**config.mk**
```make
export PLATFORM = sky130hd
export DESIGN_NAME = byte_stuff_frame_decoder_flat
export DESIGN_NICKNAME = d
export VERILOG_FILES = /design/src/bsfd_pkg.sv /design/src/bsfd_in_if.sv /design/src/bsfd_out_if.sv /design/src/byte_stuff_frame_decoder.sv /design/src/flat_wrapper.sv
export SDC_FILE = /design/constraint.sdc
export NUM_CORES = 1
export LEC_CHECK = 0
export CORE_ASPECT_RATIO = 2
export CORE_MARGIN = 4
export CORE_UTILIZATION = 39
export CTS_BUF_LIST = sky130_fd_sc_hd__clkbuf_2
export CTS_CLUSTER_DIAMETER = 150
export CTS_CLUSTER_SIZE = 8
export DETAILED_ROUTE_END_ITERATION = 10
export DONT_BUFFER_PORTS = 1
export GPL_TIMING_DRIVEN = 0
export HOLD_SLACK_MARGIN = 0.03
export MAX_ROUTING_LAYER = met4
export SETUP_SLACK_MARGIN = 0.5
export SLEW_MARGIN = 30
export SYNTH_ARGS = -nofsm -noshare
export SYNTH_HDL_FRONTEND = slang
export SYNTH_SLANG_ARGS = --single-unit
```
**constraint.sdc**
```tcl
create_clock -name i_clk -period 7.4 [get_ports i_clk]
set_clock_uncertainty 0.05 [all_clocks]
set_input_delay 1.48 -clock i_clk [delete_from_list [all_inputs] [get_ports i_clk]]
set_output_delay 1.48 -clock i_clk [all_outputs]
set_load 0.005 [all_outputs]
```
**src/bsfd_pkg.sv**
```systemverilog
// ============================================================================
// bsfd_pkg: shared types and constants of the byte-stuffing frame decoder
// Holds the field widths, the phase and result-kind codes and the result
// record that the decoder queues toward its output channel.
// ============================================================================
package bsfd_pkg;

    localparam int BYTE_W     = 8;
    localparam int KIND_W     = 3;
    localparam int CFG_IDX_W  = 1;

    // result queue geometry
    localparam int QUEUE_DEPTH = 4;
    localparam int PTR_W       = $clog2(QUEUE_DEPTH);
    localparam int FILL_W      = $clog2(QUEUE_DEPTH + 1);
    // room for the largest burst of results one byte can cause
    localparam int MAX_BURST   = 2;

    localparam logic [BYTE_W-1:0] START_RESET  = 8'd126;
    localparam logic [BYTE_W-1:0] ESCAPE_RESET = 8'd125;
    localparam logic [BYTE_W-1:0] COUNT_MAX    = 8'hFF;

    typedef enum logic [CFG_IDX_W-1:0] {
        CFG_START  = 1'b0,
        CFG_ESCAPE = 1'b1
    } t_cfg_idx;

    typedef enum logic [1:0] {
        PH_IDLE  = 2'd0,
        PH_FRAME = 2'd1,
        PH_ESC   = 2'd2,
        PH_DROP  = 2'd3
    } t_phase;

    typedef enum logic [KIND_W-1:0] {
        K_DATA    = 3'd0,
        K_DONE    = 3'd1,
        K_NOSTART = 3'd2,
        K_BADESC  = 3'd3,
        K_STARTIN = 3'd4
    } t_kind;

    typedef struct packed {
        t_kind              kind;
        logic [BYTE_W-1:0]  data;
        logic [BYTE_W-1:0]  count;
        logic               last;
    } t_result;

endpackage

```
**src/bsfd_in_if.sv**
```systemverilog
// ============================================================================
// bsfd_in_if: received-byte channel
// Carries one encoded byte and its end-of-frame mark per transfer.
// ============================================================================
interface bsfd_in_if;
    import bsfd_pkg::*;

    logic              valid;
    logic              ready;
    logic [BYTE_W-1:0] in_byte;
    logic              is_final;

    modport source (output valid, output in_byte, output is_final, input ready);
    modport sink   (input valid, input in_byte, input is_final, output ready);

endinterface

```
**src/bsfd_out_if.sv**
```systemverilog
// ============================================================================
// bsfd_out_if: decoder result channel
// Carries one result (data byte, frame done or error) per transfer.
// ============================================================================
interface bsfd_out_if;
    import bsfd_pkg::*;

    logic              valid;
    logic              ready;
    logic [KIND_W-1:0] result_kind;
    logic [BYTE_W-1:0] out_byte;
    logic [BYTE_W-1:0] byte_count;
    logic              last_of_run;

    modport source (output valid, output result_kind, output out_byte,
                    output byte_count, output last_of_run, input ready);
    modport sink   (input valid, input result_kind, input out_byte,
                    input byte_count, input last_of_run, output ready);

endinterface

```
**src/byte_stuff_frame_decoder.sv**
```systemverilog
// ============================================================================
// byte_stuff_frame_decoder: byte-stuffing frame decoder
// Checks the start delimiter, removes escape prefixes, counts decoded bytes
// (saturating) and reports frame done or one error per frame.
// ============================================================================
//
//  channel      dir  modport  per transfer
//  ---------    ---  -------  ---------------------------------------------
//  i_in_chan    in   sink     in_byte, is_final
//  o_out_chan   out  source   result_kind, out_byte, byte_count, last_of_run
//  i_cfg_*      in   -        write enable, register index, 8-bit data
//
//  One byte is decoded per cycle while the input is ready; the phase/count
//  update is a single compare-and-increment between the state registers.
//  Results go into a 4-entry queue; a byte is taken while the queue has room
//  for two more results, so bytes flow at one per cycle as long as the sink
//  keeps up, and a data byte that closes a frame queues a second result.
//  Reset (synchronous, active low) empties the queue, restores the
//  delimiters and returns to waiting for a start byte.
// ============================================================================
module byte_stuff_frame_decoder (
    input  logic                           i_clk,
    input  logic                           i_rst_n,
    bsfd_in_if.sink                        i_in_chan,
    bsfd_out_if.source                     o_out_chan,
    input  logic                           i_cfg_we,
    input  logic [bsfd_pkg::CFG_IDX_W-1:0] i_cfg_idx,
    input  logic [bsfd_pkg::BYTE_W-1:0]    i_cfg_data
);
    import bsfd_pkg::*;

    logic [BYTE_W-1:0] r_start_byte;
    logic [BYTE_W-1:0] r_escape_byte;
    t_phase            r_phase, n_phase;
    logic [BYTE_W-1:0] r_count, n_count;

    t_result           r_queue [QUEUE_DEPTH];
    logic [PTR_W-1:0]  r_wr_ptr, r_rd_ptr;
    logic [FILL_W-1:0] r_fill, n_fill;

    logic              in_xfer;
    logic              out_xfer;
    logic [1:0]        num_res;
    t_result           res0, res1;
    logic [BYTE_W-1:0] cnt_inc;
    logic [BYTE_W-1:0] b;
    logic              fin;

    // configuration registers
    always_ff @(posedge i_clk) begin
        if (!i_rst_n) begin
            r_start_byte  <= START_RESET;
            r_escape_byte <= ESCAPE_RESET;
        end else if (i_cfg_we) begin
            case (t_cfg_idx'(i_cfg_idx))
                CFG_START:  r_start_byte  <= i_cfg_data;
                CFG_ESCAPE: r_escape_byte <= i_cfg_data;
                default: ;
            endcase
        end
    end

    // handshakes
    assign i_in_chan.ready = (r_fill <= FILL_W'(QUEUE_DEPTH - MAX_BURST));
    assign in_xfer         = i_in_chan.valid && i_in_chan.ready;
    assign out_xfer        = o_out_chan.valid && o_out_chan.ready;

    assign b       = i_in_chan.in_byte;
    assign fin     = i_in_chan.is_final;
    assign cnt_inc = (r_count == COUNT_MAX) ? r_count : r_count + 8'd1;

    // decode one byte: next phase, next count and up to two results
    always_comb begin
        n_phase = r_phase;
        n_count = r_count;
        num_res = 2'd0;
        res0    = '0;
        res1    = '0;
        case (r_phase)
            PH_IDLE: begin
                n_count = '0;
                if (b != r_start_byte) begin
                    res0.kind = K_NOSTART;
                    num_res   = 2'd1;
                    n_phase   = fin ? PH_IDLE : PH_DROP;
                end else if (fin) begin
                    res0.kind = K_DONE;
                    num_res   = 2'd1;
                    n_phase   = PH_IDLE;
                end else begin
                    n_phase = PH_FRAME;
                end
            end
            PH_FRAME, PH_ESC: begin
                if (r_phase == PH_FRAME && b == r_escape_byte) begin
                    if (fin) begin
                        res0.kind  = K_BADESC;
                        res0.count = r_count;
                        num_res    = 2'd1;
                        n_phase    = PH_IDLE;
                    end else begin
                        n_phase = PH_ESC;
                    end
                end else if (r_phase == PH_FRAME && b == r_start_byte) begin
                    res0.kind  = K_STARTIN;
                    res0.count = r_count;
                    num_res    = 2'd1;
                    n_phase    = fin ? PH_IDLE : PH_DROP;
                end else if (r_phase == PH_ESC && b != r_escape_byte
                             && b != r_start_byte) begin
                    res0.kind  = K_BADESC;
                    res0.count = r_count;
                    num_res    = 2'd1;
                    n_phase    = fin ? PH_IDLE : PH_DROP;
                end else begin
                    // literal or unescaped data byte
                    n_count    = cnt_inc;
                    res0.kind  = K_DATA;
                    res0.data  = b;
                    res0.count = cnt_inc;
                    if (fin) begin
                        res1.kind  = K_DONE;
                        res1.count = cnt_inc;
                        num_res    = 2'd2;
                        n_phase    = PH_IDLE;
                    end else begin
                        num_res = 2'd1;
                        n_phase = PH_FRAME;
                    end
                end
            end
            default: begin
                if (fin) begin
                    n_phase = PH_IDLE;
                end
            end
        endcase
        res0.last = (num_res == 2'd1);
        res1.last = 1'b1;
    end

    // decoder state: advance only on an input transfer
    always_ff @(posedge i_clk) begin
        if (!i_rst_n) begin
            r_phase <= PH_IDLE;
            r_count <= '0;
        end else if (in_xfer) begin
            r_phase <= n_phase;
            r_count <= n_count;
        end
    end

    // result queue storage
    always_ff @(posedge i_clk) begin
        if (in_xfer && num_res != 2'd0) begin
            r_queue[r_wr_ptr] <= res0;
        end
        if (in_xfer && num_res == 2'd2) begin
            r_queue[r_wr_ptr + PTR_W'(1)] <= res1;
        end
    end

    assign n_fill = r_fill + (in_xfer ? FILL_W'(num_res) : FILL_W'(0))
                    - (out_xfer ? FILL_W'(1) : FILL_W'(0));

    // result queue pointers and fill level
    always_ff @(posedge i_clk) begin
        if (!i_rst_n) begin
            r_wr_ptr <= '0;
            r_rd_ptr <= '0;
            r_fill   <= '0;
        end else begin
            if (in_xfer) begin
                r_wr_ptr <= r_wr_ptr + PTR_W'(num_res);
            end
            if (out_xfer) begin
                r_rd_ptr <= r_rd_ptr + PTR_W'(1);
            end
            r_fill <= n_fill;
        end
    end

    // present the queue head
    assign o_out_chan.valid       = (r_fill != '0);
    assign o_out_chan.result_kind = r_queue[r_rd_ptr].kind;
    assign o_out_chan.out_byte    = r_queue[r_rd_ptr].data;
    assign o_out_chan.byte_count  = r_queue[r_rd_ptr].count;
    assign o_out_chan.last_of_run = r_queue[r_rd_ptr].last;

    // queue never overfills
    a_fill_bound: assert property (@(posedge i_clk) disable iff (!i_rst_n)
        r_fill <= FILL_W'(QUEUE_DEPTH))
        else $error("result queue overfilled");

    // a frame-done result always closes its run
    a_done_last: assert property (@(posedge i_clk) disable iff (!i_rst_n)
        (o_out_chan.valid && o_out_chan.result_kind == K_DONE)
            |-> o_out_chan.last_of_run)
        else $error("done result not marked last of run");

    // the final byte of a frame always returns the decoder to idle
    a_final_idle: assert property (@(posedge i_clk) disable iff (!i_rst_n)
        (in_xfer && fin) |=> (r_phase == PH_IDLE))
        else $error("decoder not idle after final byte");

    // hold off the input while the queue lacks room for a full burst
    a_no_push_full: assert property (@(posedge i_clk) disable iff (!i_rst_n)
        (r_fill > FILL_W'(QUEUE_DEPTH - MAX_BURST)) |-> !i_in_chan.ready)
        else $error("input taken without room for a full burst");

endmodule

```
**src/flat_wrapper.sv**
```systemverilog
// flat-port wrapper written by rule: the top's interface ports become plain ports
module byte_stuff_frame_decoder_flat import bsfd_pkg::*;
  (i_clk, i_rst_n, i_cfg_we, i_cfg_idx, i_cfg_data, i_in_chan_valid, i_in_chan_in_byte, i_in_chan_is_final, i_in_chan_ready, o_out_chan_valid, o_out_chan_result_kind, o_out_chan_out_byte, o_out_chan_byte_count, o_out_chan_last_of_run, o_out_chan_ready);
  bsfd_in_if i_in_chan_i ();
  bsfd_out_if o_out_chan_i ();
  input  logic i_clk;
  input  logic i_rst_n;
  input  logic i_cfg_we;
  input  logic [bsfd_pkg::CFG_IDX_W-1:0] i_cfg_idx;
  input  logic [bsfd_pkg::BYTE_W-1:0] i_cfg_data;
  input wire logic [$bits(i_in_chan_i.valid)-1:0] i_in_chan_valid;
  input wire logic [$bits(i_in_chan_i.in_byte)-1:0] i_in_chan_in_byte;
  input wire logic [$bits(i_in_chan_i.is_final)-1:0] i_in_chan_is_final;
  output wire logic [$bits(i_in_chan_i.ready)-1:0] i_in_chan_ready;
  output wire logic [$bits(o_out_chan_i.valid)-1:0] o_out_chan_valid;
  output wire logic [$bits(o_out_chan_i.result_kind)-1:0] o_out_chan_result_kind;
  output wire logic [$bits(o_out_chan_i.out_byte)-1:0] o_out_chan_out_byte;
  output wire logic [$bits(o_out_chan_i.byte_count)-1:0] o_out_chan_byte_count;
  output wire logic [$bits(o_out_chan_i.last_of_run)-1:0] o_out_chan_last_of_run;
  input wire logic [$bits(o_out_chan_i.ready)-1:0] o_out_chan_ready;
  assign i_in_chan_i.valid = i_in_chan_valid;
  assign i_in_chan_i.in_byte = i_in_chan_in_byte;
  assign i_in_chan_i.is_final = i_in_chan_is_final;
  assign i_in_chan_ready = i_in_chan_i.ready;
  assign o_out_chan_valid = o_out_chan_i.valid;
  assign o_out_chan_result_kind = o_out_chan_i.result_kind;
  assign o_out_chan_out_byte = o_out_chan_i.out_byte;
  assign o_out_chan_byte_count = o_out_chan_i.byte_count;
  assign o_out_chan_last_of_run = o_out_chan_i.last_of_run;
  assign o_out_chan_i.ready = o_out_chan_ready;
  byte_stuff_frame_decoder u_core (.i_clk(i_clk), .i_rst_n(i_rst_n), .i_in_chan(i_in_chan_i), .o_out_chan(o_out_chan_i), .i_cfg_we(i_cfg_we), .i_cfg_idx(i_cfg_idx), .i_cfg_data(i_cfg_data));
endmodule
```
# Word-level counts from Yosys, hierarchy flattened
# Memory sizes are Yosys's and may differ from the RTL's. A register that Yosys moved wholly into a read port is not among the register bits.
# Index checks and enable logic that the tools add are counted.
# totals
reg_bits	33
mem_bits_rw	80
inputBits	23
out_inout_bits	22
wordCells	95
n_memories	1
# mem_list
memory	words	width	rd	rd_ports_with_merged_regs	wr	line	rtl
u_core.r_queue	4	20	1	1	2	byte_stuff_frame_decoder.sv:37	t_result r_queue [QUEUE_DEPTH];
# classes
addsub	6
order_cmp	1
n_eq_ne	10
muxes	51
bitwise	1
n_reduce_logical	18
# op_table
op	n
two-way mux 8 bit	14
two-way mux 2 bit	17
two-way mux 3 bit	6
equality test 8 bit	2
two-way mux 16 bit	1
!= test 8 bit	2
one-hot mux 8 bit (2 select lines)	1
two-way mux 1 bit	9
adder 8 x 1 -> 8 bit (second input constant)	1
equality test 8 bit (second input constant)	1
logical AND 1 bit	8
one-hot mux 2 bit (2 select lines)	2
one-hot mux 3 bit (2 select lines)	1
AND reduction 2 bit	3
nonzero test 3 bit	2
adder 2 x 1 -> 2 bit (second input constant)	2
equality test 2 x 1 -> 1 bit (second input constant)	2
equality test 2 bit (second input constant)	2
nonzero test 2 bit	2
adder 3 bit	1
<= comparator 3 x 2 -> 1 bit (second input constant)	1
AND reduction 3 bit	1
subtractor 3 bit	1
adder 2 bit	1
4 further kinds	4

# Depth between registers and ports, before layout
# depth
depth_word	11
mapped_depth	16
depth_no_buf	14

# Least setup slack after synthesis
# OpenSTA, ideal clock, no wires.
# synth_path
kind	input to register
from	input i_in_chan_in_byte[5]
to	register u_core.r_fill[2]
arrival_time_ps	4081
path_slack_ps	3141
stages	13
n_path_buf	2
cell_sequence	buf_2 -> xor2_2 -> nor4_4 -> and2_4 -> nor2_4 -> nor4_4 -> inv_2 -> buf_2 -> ha_1 -> fa_1 -> xnor2_1 -> xnor2_1 -> nor2_1
# synth_between
elab_chain_len	10
elab_cells_between_ends	16
# synth_rtl
element	line	rtl
start, declared	flat_wrapper.sv:12	input wire logic [$bits(i_in_chan_i.in_byte)-1:0] i_in_chan_in_byte;
!= test 8 bit	byte_stuff_frame_decoder.sv:109	end else if (r_phase == PH_ESC && b != r_escape_byte
logical AND 1 bit	byte_stuff_frame_decoder.sv:109	
logical AND 1 bit	byte_stuff_frame_decoder.sv:110	&& b != r_start_byte) begin
two-way mux 2 bit	byte_stuff_frame_decoder.sv:109	
two-way mux 2 bit	byte_stuff_frame_decoder.sv:104	end else if (r_phase == PH_FRAME && b == r_start_byte) begin
two-way mux 2 bit	byte_stuff_frame_decoder.sv:95	if (r_phase == PH_FRAME && b == r_escape_byte) begin
one-hot mux 2 bit (2 select lines) (*)	byte_stuff_frame_decoder.sv:79	case (r_phase)
two-way mux 2 bit (*)	byte_stuff_frame_decoder.sv:163	assign n_fill = r_fill + (in_xfer ? FILL_W'(num_res) : FILL_W'(0))
adder 3 bit (*)	byte_stuff_frame_decoder.sv:163	
subtractor 3 bit (*)	byte_stuff_frame_decoder.sv:164	- (out_xfer ? FILL_W'(1) : FILL_W'(0));
end signal, assigned	byte_stuff_frame_decoder.sv:179	r_fill <= n_fill;
end, declared	byte_stuff_frame_decoder.sv:39	logic [FILL_W-1:0] r_fill, n_fill;
# Mark *: on every way between the ends. The rest lies on a longest branch, timed or not.
# A chain may end at the register's enable or synchronous reset.

# Worst setup path after layout
# layout_path
from	input i_in_chan_in_byte[6]
to	register u_core.r_fill[2]
# The elaborated chain is that of the path after synthesis.

==> results.toml <==
[drt]
wl_per_cell_um = 22.3
route.layer.met1.wl_mm = 6.47
antenna_violating_nets_post_route = 0
met3RoutedLength_um = 983
routed-wl-met2_mm = 10.7
routed_via_density = 6.21
routed_wl_mm = 19.5
drt_pass1_iterations = 5
total_via_count_after_detailed_routing = 5437
post-route-drc-count = 0
drt_first_iter_violations = 409
highest_metal_layer_with_signal_wires = "met4"

[run]
cap_violations = 0

[final_layout]
post-route-cell-area_sq_mm = 0.00679
final.fill_count = 1572
layout.cells.non_filler = 875
multi_input_comb_area_sq_mm = 0.00324
layout-drive-gt1-share_pct = 16.8
nets = 693
area_delta_synth_final_pct = 7.81
layout_commonest_cell = "dfxtp_1"
fin_util_pct = 42.8
most_used_cells_in_the_layout_excluding_fill_and_tap_cells = "79 x dfxtp_1, 61 x nand2_1, 57 x a21oi_1"
final-seq-area_sq_mm = 0.00266

[die]
die_width_um = 97.9
coreArea_sq_mm = 0.0159
die_height_um = 188
num_rows = 65
initial_core_util_pct = 39.7
top_level_ports = 45
die_area_sq_mm = 0.0184

[timing]
finalHoldViolCount = 0
final.hold.worst_slack_ns = 0.430
totalNegativeSetupSlack_ns = 0
worst_slew_pin_slew_ns = 0.902
setup_violations = 0
final-max-slew-violation-count = 0
grt_setup_unrepaired = "false"
timing.fmax_mhz = 252
finalCritPeriodShare_pct = 53.5
final.setup.worst_slack_ns = 3.44
final.min_clock_period_ns = 3.96
slew_headroom_pct = 39.5

[synthesis]
number_of_enable_flip_flop_cells_after_synthesis = 36
yosys_register_bits = 115
synth.lib_cells_used.distinct = 64
ys_dominant_reg_cell = "dfxtp_1"
synth_cells = 641
postSynthNetCount = 674
postSynthAreaPerCell_sq_um = 9.82
post_synth_instance_area_sq_mm = 0.00630
yosys_warnings = 0
yosysSeqAreaShare_pct = 42.3
asyncSetResetFlopFracSynth_pct = 0

[global_route]
grt_antenna_before_repair = 1
grt.total_usage_pct = 22.0
grt-ovfl-total = 0
grt_pass1_wl_mm = 30.3
pin_count_of_the_biggest_net_entering_global_routing = 17
number_of_global_route_vias_before_repair = 5519

[clock_tree]
cts.repair.resized = 0
clk_latency_ns = 0.72
clock_tree.buffer_depth = 2
cts_made_buffers = 17
postCtsSetupRepairBufs = 0
cts_hold_repair.buffers = 0
tritoncts = "yes"
cts-root-buf = "clkbuf_2"
cts_max_level = 4
tritoncts_num_sinks = 115
clk_transition_reported_paths_ns = 0.19

[critical_path]
start_kind = "input pin"
startpoint = "i_in_chan_in_byte[6]"
rrSetupSlack_ns = 4.00
worstPathRequired_ns = 7.95
critical_path.endpoint_type = "register"
timing.setup.critical_path_class = "input pin to register"
worst_ep_arrival_time_ns = 4.51
worst_r2r_startpoint = "u_core.r_phase[1]$_SDFFE_PN0P_"
critical_path.max_fanout = 10

[placement]
place_hpwl_mm = 14.2
buffer_ports.inserted = 0
placed_cells_incl_taps = 842
place_worst_setup_slack_ns = 2.70
routabilityCongestion = 0.931
place_area_sq_mm = 0.00656

[min_path]
min-delay-start = "u_core.r_escape_byte[7]$_SDFFE_PN0P_"
worst_hold_path_type = "register to register"

[power]
vdd.ir_drop.worst_uv = 136
p_leak_nw = 2.28
post-layout-total-power_mw = 1.93
powerDensity_mw_per_mm2 = 284

[outcome]
result_of_the_run = "completed"
[registers in the layout (all words and copies together) (netlist names), named ones only]
signal / flops
u_core.r_rd_ptr: 2
u_core.r_fill: 3
u_core.r_count: 8
u_core.r_wr_ptr: 2
u_core.r_queue: 80
u_core.r_phase: 2
u_core.r_escape_byte: 8
u_core.r_start_byte: 8
[critical path, cell delays in order]
cell and delay (ns):
buf_2 0.17, xor2_1 0.18, nor4_4 0.40, nand2_1 0.23
a21boi_4 0.34, nor4_4 0.10, inv_2 0.14, buf_2 0.32
ha_1 0.32, fa_1 0.45, xnor2_1 0.18, xnor2_1 0.14
nor2_1 0.05
[area by class of cell]
cell class	count	share of cell area [%]
Clock inverter	15	2.12
Buffer	60	4.94
Inverter	18	0.995
Multi-Input combinational cell	448	47.7
Tap cell	201	3.70
Antenna cell	1	0.0369
Clock buffer	17	1.25
Sequential cell	115	39.2
[synthesized netlist by cell type (all sizes together), types with 2 or more instances]
cell type | number | area share [%]
edfxtp | 36 | 17
nor2 | 28 | 1.8
o22ai | 33 | 3.3
nand2b | 5 | 0.50
clkbuf | 27 | 1.7
and4 | 4 | 0.56
or4 | 3 | 0.36
a211oi | 6 | 0.72
o21ai | 16 | 1.5
a21oi | 58 | 4.8
nand4b | 2 | 0.28
ha | 9 | 1.8
mux4 | 20 | 7.2
o2111ai | 32 | 4.5
and3 | 7 | 0.70
buf | 33 | 3.6
o211ai | 30 | 3.6
nand4 | 7 | 0.70
nor3 | 2 | 0.16
mux2i | 3 | 0.48
nor4 | 6 | 1.3
inv | 18 | 1.1
dfxtp | 79 | 25
and2 | 5 | 0.54
a22oi | 14 | 1.7
a21boi | 2 | 0.42
nor2b | 2 | 0.20
nand2 | 62 | 3.7
xnor2 | 15 | 2.1
nand3 | 44 | 3.8
a32oi | 2 | 0.28
o21a | 2 | 0.24
xor2 | 12 | 1.8
[per-layer routing]
metal	vias up	track usage [%]
met3	74	3.65
li1	2506	-
met5	-	-
met4	0	14.7
met1	2610	21.0
met2	247	39.8
[path summary, 6_finish.rpt]
kind                                          endpoint  cells past startpoint
hold reg to reg   u_core.r_escape_byte[7]$_SDFFE_PN0P_                      2
setup reg to reg           u_core.r_fill[2]$_SDFF_PN0_                     12
hold / removal    u_core.r_escape_byte[7]$_SDFFE_PN0P_                      2
setup / recovery           u_core.r_fill[2]$_SDFF_PN0_                     13
[cells by family (layout without fill, tap and decap cells)]
kind of cell	after synthesis	in the layout	synth area share [%]
other cells	0	1	0
buf+inv	78	110	6.36
fa+ha+maj	10	10	2.11
simple gates	180	180	14.9
compound gates	207	207	22.6
flops	115	115	42.3
mux	24	24	7.81
xor+xnor	27	27	3.87
[power breakdown]
group / internal (mW) / total, mW / switching (mW)
registers: 0.775 / 0.843 / 0.0679
clock network: 0.130 / 0.415 / 0.285
logic: 0.258 / 0.673 / 0.415
total: 1.16 / 1.93 / 0.768
Power figures use the tool's default switching activity.
